## src/hdl/jswd_pkg.sv

```systemverilog
package jswd_pkg;
  localparam int DEPTH_DEF = 128;
  localparam int JOINTS_DEF = 7;
  localparam int JW = 3;
  localparam int PW = 32;
  localparam int TW = 16;

  localparam logic [1:0] CMD_TICK = 2'd0;
  localparam logic [1:0] CMD_SAMPLE = 2'd1;
  localparam logic [1:0] CMD_START = 2'd2;

  localparam logic [1:0] ST_WAIT = 2'd0;
  localparam logic [1:0] ST_SETTLED = 2'd1;
  localparam logic [1:0] ST_TIMEOUT = 2'd2;
  localparam logic [1:0] ST_IDLE = 2'd3;

  localparam logic [2:0] REG_WINDOW = 3'd0;
  localparam logic [2:0] REG_COVER = 3'd1;
  localparam logic [2:0] REG_MIN = 3'd2;
  localparam logic [2:0] REG_MAX = 3'd3;
  localparam logic [2:0] REG_THRESH = 3'd4;

  // controller to datapath
  typedef struct packed {
    logic start;     // clear window, elapsed and start run
    logic tick;      // advance elapsed, capture sample if any
    logic push;      // write captured sample
    logic drop_chk;  // compare oldest stamp
    logic scan_init; // load oldest sample as min/max seed
    logic scan_step; // fold one sample
    logic finish;    // form result
  } cmd_t;

  typedef struct packed {
    logic running;
    logic drop_now;  // oldest sample is stale
    logic empty;
    logic scan_last; // current scan index is the last sample
  } sts_t;
endpackage

```

## src/hdl/jswd_ctrl.sv

```systemverilog
module jswd_ctrl (
  input  logic clk,
  input  logic rst,
  input  logic in_fire,
  input  logic [1:0] command,
  input  logic out_stall,
  input  jswd_pkg::sts_t sts,
  output jswd_pkg::cmd_t cmd,
  output logic busy,
  output logic out_valid,
  output logic idle_result
);
  import jswd_pkg::*;
  localparam logic [2:0] S_IDLE = 3'd0;
  localparam logic [2:0] S_PUSH = 3'd1;
  localparam logic [2:0] S_DROP = 3'd2;
  localparam logic [2:0] S_INIT = 3'd3;
  localparam logic [2:0] S_SCAN = 3'd4;
  localparam logic [2:0] S_FIN = 3'd5;
  localparam logic [2:0] S_OUT = 3'd6;
  localparam logic [2:0] S_RD = 3'd7;

  logic [2:0] state, state_next;
  logic idle_next;

  assign busy = (state != S_IDLE);
  assign out_valid = (state == S_OUT);

  always_comb begin
    cmd = '0;
    state_next = state;
    idle_next = idle_result;
    case (state)
      S_IDLE: begin
        if (in_fire) begin
          if (command == CMD_START) begin
            cmd.start = 1'b1;
            idle_next = 1'b0;
            state_next = S_INIT;
          end else if (!sts.running) begin
            idle_next = 1'b1;
            state_next = S_OUT;
          end else begin
            cmd.tick = 1'b1;
            idle_next = 1'b0;
            state_next = S_PUSH;
          end
        end
      end
      S_PUSH: begin
        cmd.push = 1'b1;
        state_next = S_RD;
      end
      // wait for the registered read of the oldest stamp
      S_RD: state_next = S_DROP;
      S_DROP: begin
        cmd.drop_chk = 1'b1;
        state_next = sts.drop_now ? S_RD : S_INIT;
      end
      S_INIT: begin
        if (sts.empty) begin
          state_next = S_FIN;
        end else begin
          cmd.scan_init = 1'b1;
          state_next = sts.scan_last ? S_FIN : S_SCAN;
        end
      end
      S_SCAN: begin
        cmd.scan_step = 1'b1;
        state_next = sts.scan_last ? S_FIN : S_SCAN;
      end
      S_FIN: begin
        cmd.finish = 1'b1;
        state_next = S_OUT;
      end
      S_OUT: if (!out_stall) state_next = S_IDLE;
      default: state_next = S_IDLE;
    endcase
  end

  always_ff @(posedge clk) begin
    if (rst) begin
      state <= S_IDLE;
      idle_result <= 1'b0;
    end else begin
      state <= state_next;
      idle_result <= idle_next;
    end
  end
endmodule

```

## config.mk

```make
export PLATFORM = sky130hd
export DESIGN_NAME = jswd_ctrl
export DESIGN_NICKNAME = d
export VERILOG_FILES = /design/src/hdl/jswd_pkg.sv /design/src/hdl/jswd_ctrl.sv
export SDC_FILE = /design/constraint.sdc
export NUM_CORES = 1
export LEC_CHECK = 0
export BUFFER_PORTS_ARGS = -buffer_cell sky130_fd_sc_hd__buf_2
export CAP_MARGIN = 20
export CELL_PAD_IN_SITES_DETAIL_PLACEMENT = 0
export CELL_PAD_IN_SITES_GLOBAL_PLACEMENT = 1
export CORE_AREA = 3 3 40 42
export DETAILED_ROUTE_END_ITERATION = 8
export DIE_AREA = 0 0 43 45
export PLACE_DENSITY = 0.71
export SYNTH_ARGS = -nofsm -noshare
export SYNTH_HDL_FRONTEND = slang
export SYNTH_SLANG_ARGS = --single-unit
```

## constraint.sdc

```tcl
create_clock -name clk -period 3.8 [get_ports clk]
set_input_delay 0.19 -clock clk [delete_from_list [all_inputs] [get_ports clk]]
set_output_delay 0.19 -clock clk [all_outputs]
set_load 0.05 [all_outputs]
```

**Word-level counts from Yosys, hierarchy flattened**

Index checks and enable logic that the tools add are counted.

- Word-level logic and storage cells: 37
- Output and inout port bits: 10
- Register bits: 4

- Reduce and logical (&&, ||, !) cells: 4
- Mux-type cells: 21
- Equal/unequal tests: 10

Operators with widths:

| cell | number |
|---|---|
| $pmux 3 s8 | 1 |
| $mux 3 | 5 |
| $mux 1 | 13 |
| $eq 3x3->1 const B | 4 |
| $eq 3x2->1 const B | 2 |
| $mux 2 | 2 |
| $ne 2x2->1 const B | 2 |
| $reduce_and 2->1 | 2 |
| $eq 3x1->1 const B | 1 |
| $logic_not 3->1 | 1 |
| $reduce_bool 3->1 | 1 |
| $eq 2x2->1 const B | 1 |

**Depth between registers and ports, before layout**

Gate-level depths: netlist of the first run.

- Depth in word-level cells: 4
- Gate-level depth with buffers: 4

**Worst setup path after synthesis of the first run**

Ideal clock, no wire load.

- Path type: reg2out
- From: register state[1]
- To: output port cmd[3] in the netlist's numbering
- Setup slack: 1.793 ns
- Data required time: 3.610 ns
- Stages on the path, launching flop included: 4
- Path buffers: 1
- Arrival: 1.817 ns
- Cells stage by stage: dfxtp_1 > buf_1 > inv_1 > nor3_1

RTL lines:

| what | line | source |
|---|---|---|
| start: declaration | jswd_ctrl.sv:23 | `logic [2:0] state, state_next;` |
| start signal: assignment | jswd_ctrl.sv:86 | `state <= state_next;` |
| end: declaration | jswd_ctrl.sv:8 | `output jswd_pkg::cmd_t cmd,` |

==> impl_metrics.yaml, run 1 <==
worst_setup_path:
  worst_ep_arrival_time_ns: 1.61
  cp-end-kind: "output pin"
  worstSetupStartpointType: "flop"
  worstPathRequired_ns: 3.61
  max_stage_delay_ns: 0.58
  critPathBufInv: 1
  crit_type: "reg -> out"
  critical_path.startpoint: "state[1]$_SDFFE_PP0P_"
  reg2reg_from: "state[1]$_SDFFE_PP0P_"
  slowest_stage: "or4b_4"
  path_cells: "or4b_4, nor2_1, buf_2"
  crit_family: "simple AND/OR/NAND/NOR gates"
  crit_path_max_fanout: 13
yosys:
  synth_seq_cells: 4
  synth_nets: 52
  yosysUniqueCellTypes: 22
  yosys-top-cells-count: "nor2_1, dfxtp_1, nand2b_1"
  synth_area_leaders: "dfxtp_1, nand2b_1, o221a_2"
  synth_area_per_cell_um2: 7.33
  synth_fa_ha_area_frac: 0
  synth_top_area_share: 0.260
  syn_inst: 42
  synth_seq_area_share: 0.260
  synth-compound-area-share: 0.297
  ys_warn_count: 0
  synth_edf_count: 0
  async_flop_share: 0
  yosys.area_share.simple: 0.378
  synthMuxAreaShare: 0
  synth_flop_cell: "dfxtp_1"
  synthXorXnorAreaFrac: 0
  synth_most_common_cell: "nor2_1"
  synth_top_area_cell: "dfxtp_1"
  synth_top_family_by_area: "simple AND/OR/NAND/NOR gates"
  syn_area_um2: 308
global_routing:
  grt_overflow: 0
  grt_use_total: 0.0948
  grt_pass1_wl_um: 1310
  grt_max_degree: 15
  grt_pass1_vias: 325
  antenna_found_initial: 0
clock_network:
  cts_setup_buffers: 0
  htree_levels: 1
  cts_buffers: 3
  clockBufferDepth: 2
  cts_tree: "yes"
  cts-resized-gates: 0
  cts.sinks: 4
  cts-root-buf: "clkbuf_4"
  clk_latency_ns: 0.23
  clk_pin_slew_worst_paths_ns: 0.04
  cts_hold_repair.buffers: 0
final_layout:
  drive_gt1_frac: 0.410
  n_antenna_cell: 0
  nets: 73
  fillers: 143
  final_cell_area_um2: 432
  synthToLayoutAreaGrowth_pct: 40.2
power_and_ir_drop:
  powerDensity_mw_per_mm2: 967
  p_leak_nw: 0.215
  peakVddDrop_uv: 197
  finalPower_mw: 0.417
sta:
  finalClockSkew_ns: 0.00478
  fin_tns_setup_ns: 0
  fin_crit_sh: 0.473
  grt_setup_unrepaired: "no"
  max_freq_mhz: 556
  slew_headroom: 0.744
  period_needed_ns: 1.80
  drv_slew: 0
  finalHoldViolations: 0
  report.final.setup_viol: 0
  tightest_slew_ns: 0.374
hold_path:
  worstHoldStart: "rst"
  hold_class: "in -> reg"
die:
  die_x_um: 43
  rows: 13
  start_util: 0.240
  die-height_um: 45
  die-area_mm2: 0.00194
  coreArea_mm2: 0.00128
  io_pins: 20
drt:
  routed_wl_um: 828
  vias: 376
  drt-initial-drc-count: 4
  ant_nets: 0
  drc: 0
  first_pass_iters: 2
  post_drt_wl_per_cell_um: 10.9
  vias_per_cell: 4.95
placed_design:
  hpwl_um: 623
  placed_area_um2: 409
  port_buffers: 19
  gp_congestion: 0.677
outcome:
  run_status: "complete, no violations"
job:
  maxCapViolations: 0
## kinds of logic (layout without fill, tap and decap cells)
kind of cell	after synthesis	in the layout
AND/OR/NAND/NOR	21	21
AO/OA/AOI/OAI	12	12
buffers and inverters	5	24
flip-flops	4	4
## layer usage
metal | wire length (um) | global-route usage | part of all wire
met1 | 338 | 0.101 | 0.41
met5 | 0 | 0 | 0
met4 | 45 | 0.127 | 0.054
met3 | 57 | 0.00398 | 0.069
met2 | 386 | 0.150 | 0.47
## layout by cell type, fill, tap and decap left out
cell type | synthesis | final
a31oi_1 | 3 | 3
or3_1 | 2 | 2
o221a_2 | 2 | 2
inv_1 | 2 | 2
a21boi_0 | 1 | 1
a2111oi_0 | 1 | 1
nand2_1 | 3 | 3
buf_2 | 1 | 19
and3_1 | 1 | 1
nor3b_1 | 1 | 1
nor3_1 | 3 | 3
a211o_1 | 1 | 1
o31ai_1 | 1 | 1
o21bai_1 | 1 | 1
dfxtp_1 | 4 | 4
nor2_1 | 5 | 5
a21oi_1 | 2 | 2
clkbuf_4 | 0 | 3
or4b_4 | 1 | 1
nand2b_1 | 4 | 4
nor2b_1 | 1 | 1
## cell type report
cell class                 instances  area (um^2)  area share
clock buffer                       3         22.5      0.0522
timing repair buffer              19         95.1       0.220
multi-input combinational         33          208       0.481
sequential                         4         80.1       0.186
tap                               15         18.8      0.0435
inverter                           2         7.51      0.0174
## final timing paths
path / endpoint / slack (ns) / cells past startpoint
setup / recovery: cmd[5] / 2.00 / 3
hold / removal: idle_result$_SDFFE_PP0P_ / 0.18 / 2
setup reg to reg: idle_result$_SDFFE_PP0P_ / 2.25 / 3
hold reg to reg: idle_result$_SDFFE_PP0P_ / 0.46 / 2
## per-stage QoR
step / util / std cells / setup slack, ns / hold slack [ns]
floorplan: - / 42 / 1.79 / 0.259
global placement: 0.318 / 73 / 2.24 / 0.416
detailed placement: 0.318 / 73 / 2.24 / 0.412
CTS: 0.336 / 76 / 1.99 / 0.171
global route: 0.336 / 76 / 1.91 / 0.186
finish: 0.336 / 76 / 2.00 / 0.179
## power by group
part           switching (mW)  total (mW)  internal [mW]
combinational           0.175       0.258         0.0831
clock                  0.0164      0.0516         0.0353
sequential             0.0478       0.107         0.0596
## state kept, by name, summed over array words and instances, names as in the netlist
register,count
state,3
idle_result,1
Note: power is estimated with default switching activity, not from simulation.
==> run 2: changes to the inputs <==
--- a/config.mk
+++ b/config.mk
@@ -9,9 +9,9 @@
 export CAP_MARGIN = 20
 export CELL_PAD_IN_SITES_DETAIL_PLACEMENT = 0
 export CELL_PAD_IN_SITES_GLOBAL_PLACEMENT = 1
-export CORE_AREA = 3 3 40 42
+export CORE_MARGIN = 3
+export CORE_UTILIZATION = 22
 export DETAILED_ROUTE_END_ITERATION = 8
-export DIE_AREA = 0 0 43 45
 export PLACE_DENSITY = 0.71
 export SYNTH_ARGS = -nofsm -noshare
 export SYNTH_HDL_FRONTEND = slang
==> constraint.sdc (replaced) <==
create_clock -name clk -period 1.65 [get_ports clk]
set_input_delay 0.0825 -clock clk [delete_from_list [all_inputs] [get_ports clk]]
set_output_delay 0.0825 -clock clk [all_outputs]
set_load 0.05 [all_outputs]
==> run 2 against run 1 <==
  * Global-route usage up 1.0 points
  * Critical path depth unchanged
  * Cell area up 6.7%
  * Clock power up 130%
  * Routed wire length up 3.5%
  * Die area down 2.6%
  * Count of clock-buffer cells in the layout unchanged
  * First-iteration DRC count rose to 2.8 times the previous value
  * Critical endpoint unchanged
==> impl_metrics.yaml, run 2 (same netlist as run 1, synthesis figures left out) <==
outcome:
  run_status: "complete, no violations"
drt:
  ant_nets: 0
  first_pass_iters: 4
  vias_per_cell: 4.84
  vias: 382
  post_drt_wl_per_cell_um: 10.8
  routed_wl_um: 857
  drc: 0
  drt-initial-drc-count: 11
clock_network:
  clk_pin_slew_worst_paths_ns: 0.04
  clockBufferDepth: 2
  cts.sinks: 4
  cts-root-buf: "clkbuf_4"
  cts_buffers: 3
  cts_hold_repair.buffers: 0
  cts-resized-gates: 0
  cts_tree: "yes"
  htree_levels: 1
  cts_setup_buffers: 0
  clk_latency_ns: 0.23
placed_design:
  hpwl_um: 682
  dp_slack_ns: 0.253
  gp_congestion: 0.725
  port_buffers: 19
  place_inst: 76
final_layout:
  largest_reg_flops: 3
  post-route-util: 0.383
  regMostFlops: "state"
  n_antenna_cell: 0
  drive_gt1_frac: 0.446
  instances_no_fill: 79
  top_regs: "state x3, idle_result x1"
  nets: 77
  synthToLayoutAreaGrowth_pct: 49.6
  layout_commonest_cell: "buf_2"
  layout_common_cells: "buf_2, nor2_1, nand2b_1, dfxtp_1, buf_4"
worst_setup_path:
  crit_path_max_fanout: 4
  crit_type: "reg -> out"
  cp-end-kind: "output pin"
  reg2reg_to: "state[2]$_SDFFE_PP0P_"
  reg2reg_from: "state[0]$_SDFFE_PP0P_"
  critical_path.startpoint: "state[0]$_SDFFE_PP0P_"
  worstPathRequired_ns: 1.57
  worstSetupStartpointType: "flop"
  reg2regPathDepth: 4
  rrSetupSlack_ns: 0.25
  worst_ep_arrival_time_ns: 1.46
power_and_ir_drop:
  powerDensity_mw_per_mm2: 2240
  peakVddDrop_uv: 1060
  p_leak_nw: 0.235
  finalPower_mw: 1.03
sta:
  report.final.setup_viol: 0
  hold_ws_ns: 0.0699
  finalHoldViolations: 0
  finalClockSkew_ns: 0.00182
  grt_setup_unrepaired: "no"
  fin_crit_sh: 0.938
  period_needed_ns: 1.55
  tightest_slew_ns: 0.296
  finalWorstSetupSlack_ns: 0.103
  slew_headroom: 0.797
  drv_slew: 0
  max_freq_mhz: 646
hold_path:
  hold_end: "idle_result$_SDFFE_PP0P_"
  worstHoldStart: "rst"
  hold_depth: 2
  hold_class: "in -> reg"
job:
  maxCapViolations: 0
die:
  die-area_mm2: 0.00188
  rows: 12
  die-height_um: 43.4
  coreArea_mm2: 0.00120
  io_pins: 20
  start_util: 0.256
  die_x_um: 43.4
global_routing:
  grt_overflow: 0
  antenna_found_initial: 0
  grt_use_total: 0.105
  grt_pass1_wl_um: 1480
  grt_pass1_vias: 351
  grt_max_degree: 14
==> run 2: how the worst max path moves through the flow <==
stage | endpoint | slack, ns | depth (start not counted)
final | cmd[5] | 0.10 | 3
after CTS | cmd[5] | 0.09 | 3
after global routing | cmd[6] | 0.008 | 3
after detailed placement | idle_result$_SDFFE_PP0P_ | 0.25 | 3
after floorplan | cmd[3] | -0.25 | 3
after global placement | idle_result$_SDFFE_PP0P_ | 0.26 | 3
==> run 2: final cells by class <==
cell class / instances / area, um^2
repair buffers: 23 / 125
well taps: 14 / 17.5
inverters: 2 / 7.51
multi-input cells: 33 / 208
fillers: 152 / 741
clock buffers: 3 / 22.5
flip-flops and latches: 4 / 80.1
==> run 2: per-layer routing <==
metal	GRT usage	part of all wire	wire (um)	vias up
li1	-	-	-	203
met1	0.135	0.47	401	166
met2	0.153	0.48	410	13
met3	0.0124	0.051	44	0
met4	0.0904	0	0	0
met5	0	0	0	-
==> run 2: power breakdown <==
part	leakage (nW)	total (mW)	internal [mW]	switching [mW]
combinational	0.188	0.753	0.248	0.505
clock	0.0138	0.118	0.0812	0.0370
sequential	0.0331	0.160	0.137	0.0223
==> run 2: worst max-delay path, stage by stage, from the launching register on <==
cell and delay [ns]:
dfxtp_1 0.30, or4b_4 0.56, nor2_1 0.11, buf_2 0.26
==> run 2: per-stage QoR <==
stage,cell area [um^2],setup TNS (ns)
after floorplan,308,-0.481
after global placement,438,0
after detailed placement,438,0
after CTS,460,0
after global routing,460,0
final,460,0
